--- src/hw/rtl/asmg_pkg.sv ---
// asmg_pkg: shared types and constants of the audio sync-marker gate
// used by asmg_cfg, asmg_name, the top level and the bench; depends on nothing

package asmg_pkg;

	// configuration register indexes
	localparam logic [2:0] CFG_SEARCH_POSITION = 3'd0;
	localparam logic [2:0] CFG_SYNC_START      = 3'd1;
	localparam logic [2:0] CFG_SONG_END_STOP   = 3'd2;
	localparam logic [2:0] CFG_EXPAND_TRACKS   = 3'd3;
	localparam logic [2:0] CFG_CUT_TRACKS      = 3'd4;
	localparam logic [2:0] CFG_HALT_ON_STOP    = 3'd5;

	localparam int CFG_INDEX_W = 3;
	localparam int CFG_DATA_W  = 32;

	// pattern tables, entry 0 in the low word
	localparam logic [3:0][31:0] TONE_PATTERN =
		{32'h1000_1000, 32'h1000_1000, 32'h1000_1000, 32'h0000_0000};
	localparam logic [3:0][31:0] BLIP_PATTERN =
		{32'h5219_5376, 32'h5219_5376, 32'h5219_5376, 32'h5219_5376};

	localparam logic [3:0] BLIP_COUNT_MAX = 4'd15;

	// configuration register file contents
	typedef struct packed {
		logic [31:0] search_position;
		logic        sync_start;
		logic        song_end_stop;
		logic [1:0]  expand_tracks;
		logic [1:0]  cut_tracks;
		logic        halt_on_stop;
	} cfg_t;

	// name extraction result for one item
	typedef struct packed {
		logic [7:0] byte_a;
		logic [7:0] byte_b;
		logic [1:0] count;
		logic       complete;
	} name_t;

endpackage

--- src/hw/rtl/asmg_cfg.sv ---
// asmg_cfg: configuration register file of the sync-marker gate
// depends on asmg_pkg

module asmg_cfg (
	input  logic                              clk,
	input  logic                              arst_n,
	input  logic                              cfg_write,
	input  logic [asmg_pkg::CFG_INDEX_W-1:0]  cfg_index,
	input  logic [asmg_pkg::CFG_DATA_W-1:0]   cfg_data,
	output asmg_pkg::cfg_t                    cfg
);

	asmg_pkg::cfg_t cfg_q;

	// register writes, values masked to register width, unknown indexes ignored
	always_ff @(posedge clk or negedge arst_n) begin
		if (!arst_n) begin
			cfg_q <= '0;
		end else if (cfg_write) begin
			case (cfg_index)
				asmg_pkg::CFG_SEARCH_POSITION: cfg_q.search_position <= cfg_data;
				asmg_pkg::CFG_SYNC_START:      cfg_q.sync_start      <= cfg_data[0];
				asmg_pkg::CFG_SONG_END_STOP:   cfg_q.song_end_stop   <= cfg_data[0];
				asmg_pkg::CFG_EXPAND_TRACKS:   cfg_q.expand_tracks   <= cfg_data[1:0];
				asmg_pkg::CFG_CUT_TRACKS:      cfg_q.cut_tracks      <= cfg_data[1:0];
				asmg_pkg::CFG_HALT_ON_STOP:    cfg_q.halt_on_stop    <= cfg_data[0];
				default: ;
			endcase
		end
	end

	assign cfg = cfg_q;

endmodule

--- src/hw/rtl/asmg_matcher.sv ---
// asmg_matcher: four-sample pattern matcher with its position register
// no package dependency; the pattern tables from asmg_pkg are passed in by the parent

module asmg_matcher #(
	parameter logic [3:0][31:0] PATTERN         = '0,
	parameter int               PATTERN_SAMPLES = 4
) (
	input  logic        clk,
	input  logic        arst_n,
	input  logic        en,
	input  logic [31:0] sample,
	output logic        hit
);

	logic [1:0] pos_q;
	logic [1:0] pos_d;
	logic [2:0] step;
	logic       adv;
	logic       raw_hit;

	// compare against the expected entry, retry once from the first entry
	always_comb begin
		adv  = 1'b0;
		step = 3'd0;
		if (sample == PATTERN[pos_q]) begin
			adv  = 1'b1;
			step = {1'b0, pos_q} + 3'd1;
		end else if (pos_q != 2'd0 && sample == PATTERN[0]) begin
			adv  = 1'b1;
			step = 3'd1;
		end
		raw_hit = adv && (step >= 3'(PATTERN_SAMPLES));
		pos_d   = (adv && !raw_hit) ? step[1:0] : 2'd0;
	end

	always_ff @(posedge clk or negedge arst_n) begin
		if (!arst_n) begin
			pos_q <= 2'd0;
		end else if (en) begin
			pos_q <= pos_d;
		end
	end

	assign hit = en && raw_hit;

endmodule

--- src/hw/rtl/asmg_name.sv ---
// asmg_name: name byte extraction after the first blip
// depends on asmg_pkg for the name_t result type

module asmg_name #(
	parameter int NAME_LENGTH = 16,
	parameter int NAME_DELAY  = 11
) (
	input  logic           clk,
	input  logic           arst_n,
	input  logic           en,
	input  logic [31:0]    sample,
	input  logic [31:0]    sample_number,
	input  logic           one_blip,
	input  logic           first_blip,
	output asmg_pkg::name_t name
);

	logic [4:0]  done_q;
	logic [4:0]  done_d;
	logic [31:0] start_q;
	logic        active;
	logic [4:0]  done_inc;

	// extraction window: name incomplete, one blip counted, start sample reached
	always_comb begin
		active      = en && (done_q < 5'(NAME_LENGTH)) && one_blip &&
			(sample_number >= start_q);
		done_inc    = done_q + 5'd1;
		done_d      = done_q;
		name.byte_a = 8'd0;
		name.byte_b = 8'd0;
		name.count  = 2'd0;
		if (active) begin
			if (done_q == 5'd0) begin
				// first name byte is skipped, only byte 0 taken
				name.byte_a = sample[7:0];
				name.count  = 2'd1;
				done_d      = done_inc;
			end else begin
				name.byte_a = sample[15:8];
				name.count  = 2'd1;
				done_d      = done_inc;
				if (done_inc < 5'(NAME_LENGTH)) begin
					name.byte_b = sample[7:0];
					name.count  = 2'd2;
					done_d      = done_q + 5'd2;
				end
			end
		end
		name.complete = done_d >= 5'(NAME_LENGTH);
	end

	always_ff @(posedge clk or negedge arst_n) begin
		if (!arst_n) begin
			done_q  <= 5'd0;
			start_q <= 32'd0;
		end else begin
			done_q <= done_d;
			if (en && first_blip) begin
				start_q <= sample_number + 32'(NAME_DELAY);
			end
		end
	end

endmodule

--- src/hw/rtl/audio_sync_marker_gate.sv ---
// audio_sync_marker_gate: top level of the sync-marker gate for stereo samples
// depends on asmg_pkg, asmg_cfg, asmg_matcher and asmg_name

// One 32-bit stereo sample enters per item and one result item leaves for it.
// An item is held in the input register and is then evaluated in a
// single pass (tone and blip matchers, name extraction, blip bookkeeping and
// copy gate) into the result register, so a new item is taken every cycle
// while the result side keeps up. The sequence state (sample counter, blip
// count, segment lengths, copy gate) is updated, unless halted, in the same
// edge that loads the result register, which sets the rate at one item per
// cycle while the result side keeps up. Configuration writes take effect on
// the next cycle and are meant to be made while no item is in flight.

module audio_sync_marker_gate #(
	parameter int NAME_LENGTH     = 16,
	parameter int NAME_DELAY      = 11,
	parameter int PATTERN_SAMPLES = 4
) (
	input  logic                              clk,
	input  logic                              arst_n,
	input  logic                              cfg_write,
	input  logic [asmg_pkg::CFG_INDEX_W-1:0]  cfg_index,
	input  logic [asmg_pkg::CFG_DATA_W-1:0]   cfg_data,
	input  logic                              in_valid,
	output logic                              in_ready,
	input  logic [31:0]                       sample_in,
	output logic                              out_valid,
	input  logic                              out_ready,
	output logic [31:0]                       sample_out,
	output logic                              copy_valid,
	output logic                              preamble_request,
	output logic                              tone_event,
	output logic                              blip_event,
	output logic [31:0]                       segment_length,
	output logic [7:0]                        name_byte_a,
	output logic [7:0]                        name_byte_b,
	output logic [1:0]                        name_byte_count,
	output logic                              name_complete,
	output logic                              stop_event,
	output logic [31:0]                       song_length
);

	asmg_pkg::cfg_t  cfg;
	asmg_pkg::name_t name;

	logic        valid_s1;
	logic [31:0] sample_s1;
	logic        out_valid_q;
	logic        out_free;
	logic        step;
	logic        go;

	logic [31:0] count_q;
	logic        tone_found_q;
	logic [3:0]  blip_count_q;
	logic [31:0] last_blip_q;
	logic [31:0] longest_q;
	logic        copy_active_q;
	logic        start_pending_q;
	logic        halted_q;

	logic [31:0] sc;
	logic        tone_hit;
	logic        blip_hit;
	logic [3:0]  blip_count_d;
	logic [31:0] seg;
	logic [31:0] longest_d;
	logic        pend_set;
	logic        stop_exp;
	logic        stop_cut;
	logic        song_end;
	logic        stop;
	logic        active_now;
	logic        pend_d;

	// configuration registers
	asmg_cfg u_cfg (
		.clk       (clk),
		.arst_n    (arst_n),
		.cfg_write (cfg_write),
		.cfg_index (cfg_index),
		.cfg_data  (cfg_data),
		.cfg       (cfg)
	);

	// handshake: input register advances when the result register is free
	assign out_free = !out_valid_q || out_ready;
	assign step     = valid_s1 && out_free;
	assign go       = step && !halted_q;
	assign in_ready = !valid_s1 || out_free;

	always_ff @(posedge clk or negedge arst_n) begin
		if (!arst_n) begin
			valid_s1 <= 1'b0;
		end else if (in_ready) begin
			valid_s1 <= in_valid;
		end
	end

	always_ff @(posedge clk) begin
		if (in_ready && in_valid) begin
			sample_s1 <= sample_in;
		end
	end

	assign sc = count_q + 32'd1;

	// sync tone, searched until first found
	asmg_matcher #(
		.PATTERN         (asmg_pkg::TONE_PATTERN),
		.PATTERN_SAMPLES (PATTERN_SAMPLES)
	) u_tone (
		.clk    (clk),
		.arst_n (arst_n),
		.en     (go && !tone_found_q),
		.sample (sample_s1),
		.hit    (tone_hit)
	);

	// sync blip, searched on every sample while not halted
	asmg_matcher #(
		.PATTERN         (asmg_pkg::BLIP_PATTERN),
		.PATTERN_SAMPLES (PATTERN_SAMPLES)
	) u_blip (
		.clk    (clk),
		.arst_n (arst_n),
		.en     (go),
		.sample (sample_s1),
		.hit    (blip_hit)
	);

	// name extraction sees the blip count before this item's blip
	asmg_name #(
		.NAME_LENGTH (NAME_LENGTH),
		.NAME_DELAY  (NAME_DELAY)
	) u_name (
		.clk           (clk),
		.arst_n        (arst_n),
		.en            (go),
		.sample        (sample_s1),
		.sample_number (sc),
		.one_blip      (blip_count_q == 4'd1),
		.first_blip    (blip_hit && blip_count_d == 4'd1),
		.name          (name)
	);

	// blip bookkeeping, segment length and stop triggers
	always_comb begin
		blip_count_d = blip_count_q;
		if (blip_hit && blip_count_q != asmg_pkg::BLIP_COUNT_MAX) begin
			blip_count_d = blip_count_q + 4'd1;
		end
		seg       = sc - last_blip_q;
		longest_d = longest_q;
		if (blip_hit && blip_count_d >= 4'd4 && seg > longest_q) begin
			longest_d = seg;
		end
		stop_exp = blip_hit && cfg.expand_tracks != 2'd0 &&
			blip_count_d == ({2'b00, cfg.expand_tracks} + 4'd3);
		stop_cut = blip_hit && cfg.cut_tracks != 2'd0 &&
			blip_count_d == ({2'b00, cfg.cut_tracks} + 4'd3);
		// with a blip on this item the end sample is this one plus the new longest
		song_end = cfg.song_end_stop && copy_active_q && blip_count_d >= 4'd6 &&
			(blip_hit ? (longest_d == 32'd0) : (sc == last_blip_q + longest_q));
		stop = go && (stop_exp || stop_cut || song_end);
	end

	// start triggers and copy gate
	always_comb begin
		pend_set = (cfg.search_position != 32'd0 && sc == cfg.search_position) ||
			(tone_hit && cfg.sync_start);
		pend_d     = start_pending_q || pend_set;
		active_now = copy_active_q;
		if (pend_d && !copy_active_q) begin
			active_now = 1'b1;
			pend_d     = 1'b0;
		end
	end

	// sequence state, updated only for items that are not ignored
	always_ff @(posedge clk or negedge arst_n) begin
		if (!arst_n) begin
			count_q         <= 32'd0;
			tone_found_q    <= 1'b0;
			blip_count_q    <= 4'd0;
			last_blip_q     <= 32'd0;
			longest_q       <= 32'd0;
			copy_active_q   <= 1'b0;
			start_pending_q <= 1'b0;
			halted_q        <= 1'b0;
		end else if (go) begin
			count_q         <= sc;
			tone_found_q    <= tone_found_q || tone_hit;
			blip_count_q    <= blip_count_d;
			longest_q       <= longest_d;
			start_pending_q <= pend_d;
			copy_active_q   <= active_now && !stop;
			halted_q        <= stop && cfg.halt_on_stop;
			if (blip_hit) begin
				last_blip_q <= sc;
			end
		end
	end

	// result register
	always_ff @(posedge clk or negedge arst_n) begin
		if (!arst_n) begin
			out_valid_q <= 1'b0;
		end else if (out_free) begin
			out_valid_q <= valid_s1;
		end
	end

	always_ff @(posedge clk) begin
		if (step) begin
			sample_out       <= sample_s1;
			copy_valid       <= go && active_now;
			preamble_request <= tone_hit && cfg.sync_start;
			tone_event       <= tone_hit;
			blip_event       <= blip_hit;
			segment_length   <= blip_hit ? seg : 32'd0;
			name_byte_a      <= name.byte_a;
			name_byte_b      <= name.byte_b;
			name_byte_count  <= name.count;
			name_complete    <= name.complete;
			stop_event       <= stop;
			song_length      <= go ? longest_d : longest_q;
		end
	end

	assign out_valid = out_valid_q;

endmodule

--- config.mk ---
export PLATFORM = sky130hd
export DESIGN_NAME = audio_sync_marker_gate
export DESIGN_NICKNAME = d
export VERILOG_FILES = /design/src/hw/rtl/asmg_pkg.sv /design/src/hw/rtl/asmg_cfg.sv /design/src/hw/rtl/asmg_matcher.sv /design/src/hw/rtl/asmg_name.sv /design/src/hw/rtl/audio_sync_marker_gate.sv
export SDC_FILE = /design/constraint.sdc
export NUM_CORES = 1
export LEC_CHECK = 0
export ABC_AREA = 1
export BUFFER_PORTS_ARGS = -buffer_cell sky130_fd_sc_hd__buf_2
export CORE_MARGIN = 2
export CORE_UTILIZATION = 55
export CTS_CLUSTER_SIZE = 16
export DETAILED_ROUTE_END_ITERATION = 7
export HOLD_SLACK_MARGIN = 0.12
export PLACE_DENSITY = 0.74
export SLEW_MARGIN = 20
export SYNTH_ARGS = -nofsm -noshare
export SYNTH_HDL_FRONTEND = slang
export SYNTH_SLANG_ARGS = --single-unit
--- constraint.sdc ---
create_clock -name clk -period 10.9 [get_ports clk]
set_input_delay 1.09 -clock clk [delete_from_list [all_inputs] [get_ports clk]]
set_output_delay 1.09 -clock clk [all_outputs]
set_load 0.05 [all_outputs]
## Word level (Yosys, flattened, before mapping)

Index checks and enable logic that the tools add are counted.

- Flip-flop bits (word level): 338
- Logic and storage cells: 166

- Add/subtract/negate cells: 11
- Magnitude comparators: 11
- Equal/unequal tests: 15
- Muxes and demuxes: 26
- Bitwise logic cells: 2
- Reduce and logical (&&, ||, !) cells: 67

Operators with widths:

| cell | number |
|---|---|
| $bmux W32 S2 | 2 |
| $eq A32 B32 Y1 | 4 |
| $mux W32 | 4 |
| $logic_not A32 Y1 | 2 |
| $logic_and A1 B1 Y1 | 34 |
| $add A32 B1 Y32 const B | 1 |
| $add A32 B32 Y32 | 1 |
| $add A32 B4 Y32 const B | 1 |
| $eq A32 B31 Y1 const B | 1 |
| $ge A32 B32 Y1 | 1 |
| $gt A32 B32 Y1 | 1 |
| $reduce_bool A32 Y1 | 1 |
| $sub A32 B32 Y32 | 1 |
| $mux W5 | 3 |
| $reduce_and A2 Y1 | 7 |
| $lt A5 B5 Y1 const B | 2 |
| $mux W1 | 10 |
| $eq A4 B1 Y1 const B | 2 |
| $eq A4 B3 Y1 | 2 |
| $ge A4 B3 Y1 const B | 2 |
| $logic_not A1 Y1 | 8 |
| $mux W8 | 1 |
| $reduce_bool A2 Y1 | 4 |
| $logic_or A1 B1 Y1 | 7 |
| 20 further kinds | 30 |

## Longest topological paths before layout

- Word-level depth: 20
- Mapped depth: 44
- Mapped depth without buffers: 43

## Modules after synthesis

Synthesis repeated with hierarchy kept, for this count alone.

- Cells, all modules: 3172
- Area total of the unflattened synthesis: 22958.3 um2

By module, submodules not included:

| module | times used | cells an instance | area an instance (um2) | seq. area each (um2) |
|---|---|---|---|---|
| audio_sync_marker_gate | 1 | 2356 | 17184.0 | 7216.9 |
| asmg_name | 1 | 511 | 3505.9 | 925.9 |
| asmg_cfg | 1 | 183 | 1642.8 | 975.9 |
| asmg_matcher at u_tone | 1 | 59 | 321.6 | 50.0 |
| asmg_matcher at u_blip | 1 | 63 | 304.0 | 50.0 |

## Least setup slack after synthesis

No wires, ideal clock.

- Path kind: input to register
- Start point: in out_ready
- End point: reg stop_event (data pin)
- Data arrival time: 5619 ps
- Data required time: 10754 ps
- Slack: 5135 ps
- Cell stages on the path: 21
- Path buffers: 1
- Path through: inv_1 -> nand2_1 -> nand2_1 -> inv_1 -> nand2_1 -> nor2_1 -> nand3_1 -> nand2_1 -> nand2_1 -> nand2_2 -> nand2_2 -> buf_4 -> o21ai_1 -> nand2_1 -> nor2_1 -> nand2_1 -> nor2_1 -> nand2_1 -> nand2_1 -> nand2_1 -> a21oi_1

- Word-level cells in the longest chain between the ends: 15

RTL lines:

| what | line | RTL |
|---|---|---|
| start: declaration | audio_sync_marker_gate.sv:28 | `input logic out_ready,` |
| $logic_or A1 B1 Y1 * | audio_sync_marker_gate.sv:87 | `assign out_free = !out_valid_q \|\| out_ready;` |
| $logic_and A1 B1 Y1 * | audio_sync_marker_gate.sv:88 | `assign step = valid_s1 && out_free;` |
| named net step | audio_sync_marker_gate.sv:50 | `logic step;` |
| $logic_and A1 B1 Y1 * | audio_sync_marker_gate.sv:89 | `assign go = step && !halted_q;` |
| $logic_and A1 B1 Y1 | asmg_matcher.sv:44 | `assign hit = en && raw_hit;` |
| $logic_and A1 B1 Y1 | audio_sync_marker_gate.sv:150 | `if (blip_hit && blip_count_q != asmg_pkg::BLIP_COUNT_MAX) begin` |
| $mux W4 | audio_sync_marker_gate.sv:150 |  |
| $ge A4 B3 Y1 | audio_sync_marker_gate.sv:155 | `if (blip_hit && blip_count_d >= 4'd4 && seg > longest_q) begin` |
| $logic_and A1 B1 Y1 (2 in series) | audio_sync_marker_gate.sv:155 |  |
| $mux W32 | audio_sync_marker_gate.sv:155 |  |
| $logic_not A32 Y1 | audio_sync_marker_gate.sv:164 | `(blip_hit ? (longest_d == 32'd0) : (sc == last_blip_q + longest_q));` |
| $mux W1 | audio_sync_marker_gate.sv:164 |  |
| $logic_and A1 B1 Y1 | audio_sync_marker_gate.sv:163 | `song_end = cfg.song_end_stop && copy_active_q && blip_count_d >= 4'd6 &&` |
| $logic_or A1 B1 Y1 | audio_sync_marker_gate.sv:165 | `stop = go && (stop_exp \|\| stop_cut \|\| song_end);` |
| $logic_and A1 B1 Y1 * | audio_sync_marker_gate.sv:165 |  |
| named net stop | audio_sync_marker_gate.sv:72 | `logic stop;` |
| end signal: assignment | audio_sync_marker_gate.sv:226 | `stop_event <= stop;` |
| end: declaration | audio_sync_marker_gate.sv:39 | `output logic stop_event,` |

Mark *: on every way through the listed nets, which the timed path passes. The rest lies on a longest branch.
A chain may end at the register's enable or synchronous reset.

## Worst setup path after layout

- Start point: reg count_q[0]
- End point: reg halted_q

- Word-level cells in the longest chain between the ends: 11

RTL lines:

| what | line | RTL |
|---|---|---|
| start: declaration | audio_sync_marker_gate.sv:53 | `logic [31:0] count_q;` |
| start signal: assignment | audio_sync_marker_gate.sv:183 | `count_q <= 32'd0;` |
| start signal: assignment | audio_sync_marker_gate.sv:192 | `count_q <= sc;` |
| $add A32 B1 Y32 * | audio_sync_marker_gate.sv:106 | `assign sc = count_q + 32'd1;` |
| named net sc[14] | audio_sync_marker_gate.sv:62 | `logic [31:0] sc;` |
| $sub A32 B32 Y32 * | audio_sync_marker_gate.sv:153 | `seg = sc - last_blip_q;` |
| named net seg[15] | audio_sync_marker_gate.sv:66 | `logic [31:0] seg;` |
| $gt A32 B32 Y1 | audio_sync_marker_gate.sv:155 |  |
| $logic_and A1 B1 Y1 | audio_sync_marker_gate.sv:155 |  |
| $mux W32 * | audio_sync_marker_gate.sv:155 |  |
| $logic_not A32 Y1 * | audio_sync_marker_gate.sv:164 |  |
| $mux W1 * | audio_sync_marker_gate.sv:164 |  |
| $logic_and A1 B1 Y1 * | audio_sync_marker_gate.sv:163 |  |
| $logic_or A1 B1 Y1 * | audio_sync_marker_gate.sv:165 |  |
| $logic_and A1 B1 Y1 * | audio_sync_marker_gate.sv:165 |  |
| $logic_and A1 B1 Y1 * | audio_sync_marker_gate.sv:198 | `halted_q <= stop && cfg.halt_on_stop;` |
| end signal: assignment | audio_sync_marker_gate.sv:198 |  |
| end: declaration | audio_sync_marker_gate.sv:60 | `logic halted_q;` |

Marks and branches as above.

==> run_results.csv <==
group,metric,value,unit
cells_and_area,finalNonFillerCells,3730,
clock_network,clock_latency,0.58,ns
clock_network,cts_resized,0,
setup_path,crit_cells,35,
sta,drv_slew,0,
routing,final_antenna_net_count,0,
setup_path,worstSetupStartpoint,"count_q[0]$_DFFE_PN0P_",
synthesis,syn_inst,2968,
clock_network,cts_setup_buffers,0,
global_route,grt_max_degree,95,
pwr,vdd_drop_max,0.182,mV
sta,tightest_slew,1.02,ns
placement,gp_congestion,1.01,
sta,fin_crit_sh,67.9,%
global_route,grt_remaining_overflow,0,
die,initial_utilization,55.8,%
synthesis,synth-edff-count,152,
setup_path,reg2reg_from,"count_q[0]$_DFFE_PN0P_",
cells_and_area,post-route-util,63.0,%
sta,post-route-min-period,7.40,ns
sta,setup_viol,0,
sta,slew_headroom,31.4,%
sta,fin_ws,3.50,ns
synthesis,synthDistinctLibCells,52,
setup_path,endpoint,"halted_q$_DFFE_PN0P_",
synthesis,ys_seq_elements,338,
routing,routedWlPerCell,17.6,µm
routing,first_pass_iters,6,
pwr,power_density,123,nW/µm²
placement,detailed_place_hpwl,52100,µm
setup_path,critPathMaxFanout,33,
global_route,grt_pass1_wl,103000,µm
die,die_area,42000,µm²
cells_and_area,drive_above_1_share,11.1,%
cells_and_area,most-common-layout-cells,"nand2_1 (890), inv_1 (480), nor2_1 (296)",
clock_network,clkSlewWorstSetupHoldPaths,0.06,ns
die,num_rows,73,
setup_path,rr_worst_depth,35,
clock_network,cts_tree,"yes",
setup_path,critPathCaptureType,"flop",
cells_and_area,antennaDiodeCount,0,
routing,wl,65700,µm
clock_network,cts_root_buf,"clkbuf_16",
clock_network,cts.sinks,338,
cells_and_area,final_common_cell,"nand2_1",
placement,dp_cells,3659,
sta,hold_slack,0.477,ns
sta,hold_viol,0,
routing,avgViaCountPerCell,5.44,
setup_path,startpoint_type,"flop",
outcome,outcome,"completed",
clock_network,htree_levels,2,
routing,drc,0,
synthesis,syn-mean-instance-area,7.49,µm²
routing,vias,20274,
clock_network,cts_buffers,38,
setup_path,slowest_stage,"dfrtp_1",
cells_and_area,area_delta_synth_final,12.8,%
synthesis,syn_nets,3182,
sta,rsz0062_at_grt,"no",
synthesis,ys_seq_area_share,41.5,%
min_path,hold_path.class,"reg -> reg",
clock_network,cts_max_path_buffers,3,
synthesis,ys.flop_type,"dfrtp_1",
sta,skew,0.0257,ns
pwr,p_leak,12.7,nW
setup_path,cp_top_family,"simple AND/OR/NAND/NOR gates",
synthesis,yosys_warnings,0,
global_route,grt_util_all_layers,31.7,%
setup_path,reg2reg_to,"halted_q$_DFFE_PN0P_",
setup_path,slowest_delay,0.65,ns
setup_path,cp.arrival,7.91,ns
global_route,antenna_found_initial,0,
setup_path,path_buf_inv,2,
setup_path,crit_required,11.41,ns
placement,portBuffers,193,
routing,drt_iter0_markers,1730,
global_route,first_global_vias,19566,
die,die_w,205,µm
die,die_h,205,µm
setup_path,ff2ff_setup_slack,3.50,ns
sta,tns,0,ns
synthesis,post_synth_instance_area,22200,µm²
die,io_pins,194,
setup_path,cpMostUsedCell,"nand2_1",
clock_network,ctsHoldBuffers,0,
die,fp.coreArea,39800,µm²
synthesis,async_flop_share,55.0,%
placement,dp_slack,3.71,ns
run,cap_violations,0,
sta,fmax,135,MHz
cells_and_area,layout.nets,3389,
setup_path,crit_type,"reg -> reg",
## layer usage
layer	part of all wire, %	up-vias	track usage, %
met5	0	-	0
met3	7.2	135	4.33
li1	-	9944	-
met2	46	757	51.4
met1	44	9438	43.7
met4	3.4	0	10.9
## power breakdown
part	switching, mW	internal (mW)	leakage (nW)
clock network	0.561	0.740	0.620
registers	0.0496	1.43	3.60
logic	0.236	0.0822	8.53
## cell usage after synthesis, types with 2 or more instances
| master | n | area [µm²] |
|---|---|---|
| xnor2_1 | 23 | 201 |
| inv_1 | 481 | 1810 |
| nand4_2 | 2 | 25.0 |
| ha_1 | 140 | 1750 |
| nand3b_1 | 17 | 128 |
| o21ai_0 | 132 | 661 |
| edfxtp_1 | 152 | 4560 |
| o21ai_1 | 6 | 30.0 |
| nor2_4 | 3 | 33.8 |
| nor3_2 | 3 | 30.0 |
| nand2_2 | 12 | 75.1 |
| nor3_4 | 2 | 32.5 |
| a31oi_1 | 2 | 12.5 |
| fa_1 | 2 | 40.0 |
| nor2_1 | 296 | 1110 |
| nor2_2 | 8 | 50.1 |
| o22ai_1 | 3 | 18.8 |
| nand3_1 | 186 | 931 |
| buf_2 | 11 | 55.1 |
| dfrtp_1 | 186 | 4650 |
| nor3_1 | 41 | 205 |
| inv_2 | 15 | 56.3 |
| a211oi_1 | 3 | 22.5 |
| xnor2_2 | 2 | 32.5 |
| a21o_1 | 4 | 30.0 |
| nor3b_1 | 6 | 45.0 |
| o21bai_1 | 10 | 75.1 |
| a21oi_1 | 111 | 556 |
| xor2_1 | 62 | 543 |
| buf_4 | 2 | 15.0 |
| o21a_1 | 4 | 30.0 |
| nand2_1 | 892 | 3350 |
| mux2_2 | 26 | 293 |
| nor4_1 | 15 | 93.8 |
| nand4_1 | 60 | 375 |
| or2_2 | 5 | 31.3 |
| clkbuf_1 | 28 | 105 |
## worst min-delay path: cells and delay by family, from the launching register on
kind / cells / cell delay (ns)
buffers and inverters: 1 / 0.06
flip-flops: 1 / 0.32
AND/OR/NAND/NOR: 1 / 0.06
## area by class of cell
type / count / area (µm²)
Fill cell: 3606 / 14700
Multi-Input combinational cell: 2093 / 11000
Sequential cell: 338 / 9220
Inverter: 496 / 1860
Timing Repair Buffer: 208 / 1090
Clock buffer: 52 / 1050
Tap cell: 525 / 657
Clock inverter: 18 / 201
## per-stage QoR
step                power, mW  cell area (µm²)
floorplan                1.72            22200
global placement         1.81            23800
detailed placement       1.82            23800
CTS                      3.12            25100
global route             3.20            25100
finish                   3.10            25100
## registers in the layout, summed over array words and instances (netlist names), 2 cells and up, named ones only
signal / cells
name_byte_count: 2
count_q: 32
name_byte_b: 8
sample_s1: 32
song_length: 32
u_name.done_q: 3
u_blip.pos_q: 2
sample_out: 32
u_cfg.cfg: 39
longest_q: 32
last_blip_q: 32
u_name.start_q: 32
u_tone.pos_q: 2
segment_length: 32
blip_count_q: 4
name_byte_a: 8
## cell families after synthesis
kind of cell	Yosys count	share of synthesized area (%)
buffers and inverters	537	9.16
adders and majority gates	142	8.06
muxes	27	1.36
and+or+nand+nor	1552	29.5
DFF	338	41.5
AOI/OAI and AO/OA	283	6.76
xor gates and xnor gates	89	3.69
## worst min-delay path by stage
stage / start / to / slack (ns) / cells after the start
3_5_place_dp: halted_q$_DFFE_PN0P_ / halted_q$_DFFE_PN0P_ / 0.46 / 2
2_1_floorplan: halted_q$_DFFE_PN0P_ / halted_q$_DFFE_PN0P_ / 0.42 / 2
5_1_grt: sample_s1[3]$_DFFE_PP_ / sample_out[3]$_DFFE_PP_ / 0.49 / 0
6_report: halted_q$_DFFE_PN0P_ / halted_q$_DFFE_PN0P_ / 0.48 / 2
4_1_cts: halted_q$_DFFE_PN0P_ / halted_q$_DFFE_PN0P_ / 0.47 / 2
3_3_place_gp: halted_q$_DFFE_PN0P_ / halted_q$_DFFE_PN0P_ / 0.46 / 2
(Power assumes the default switching activity.)
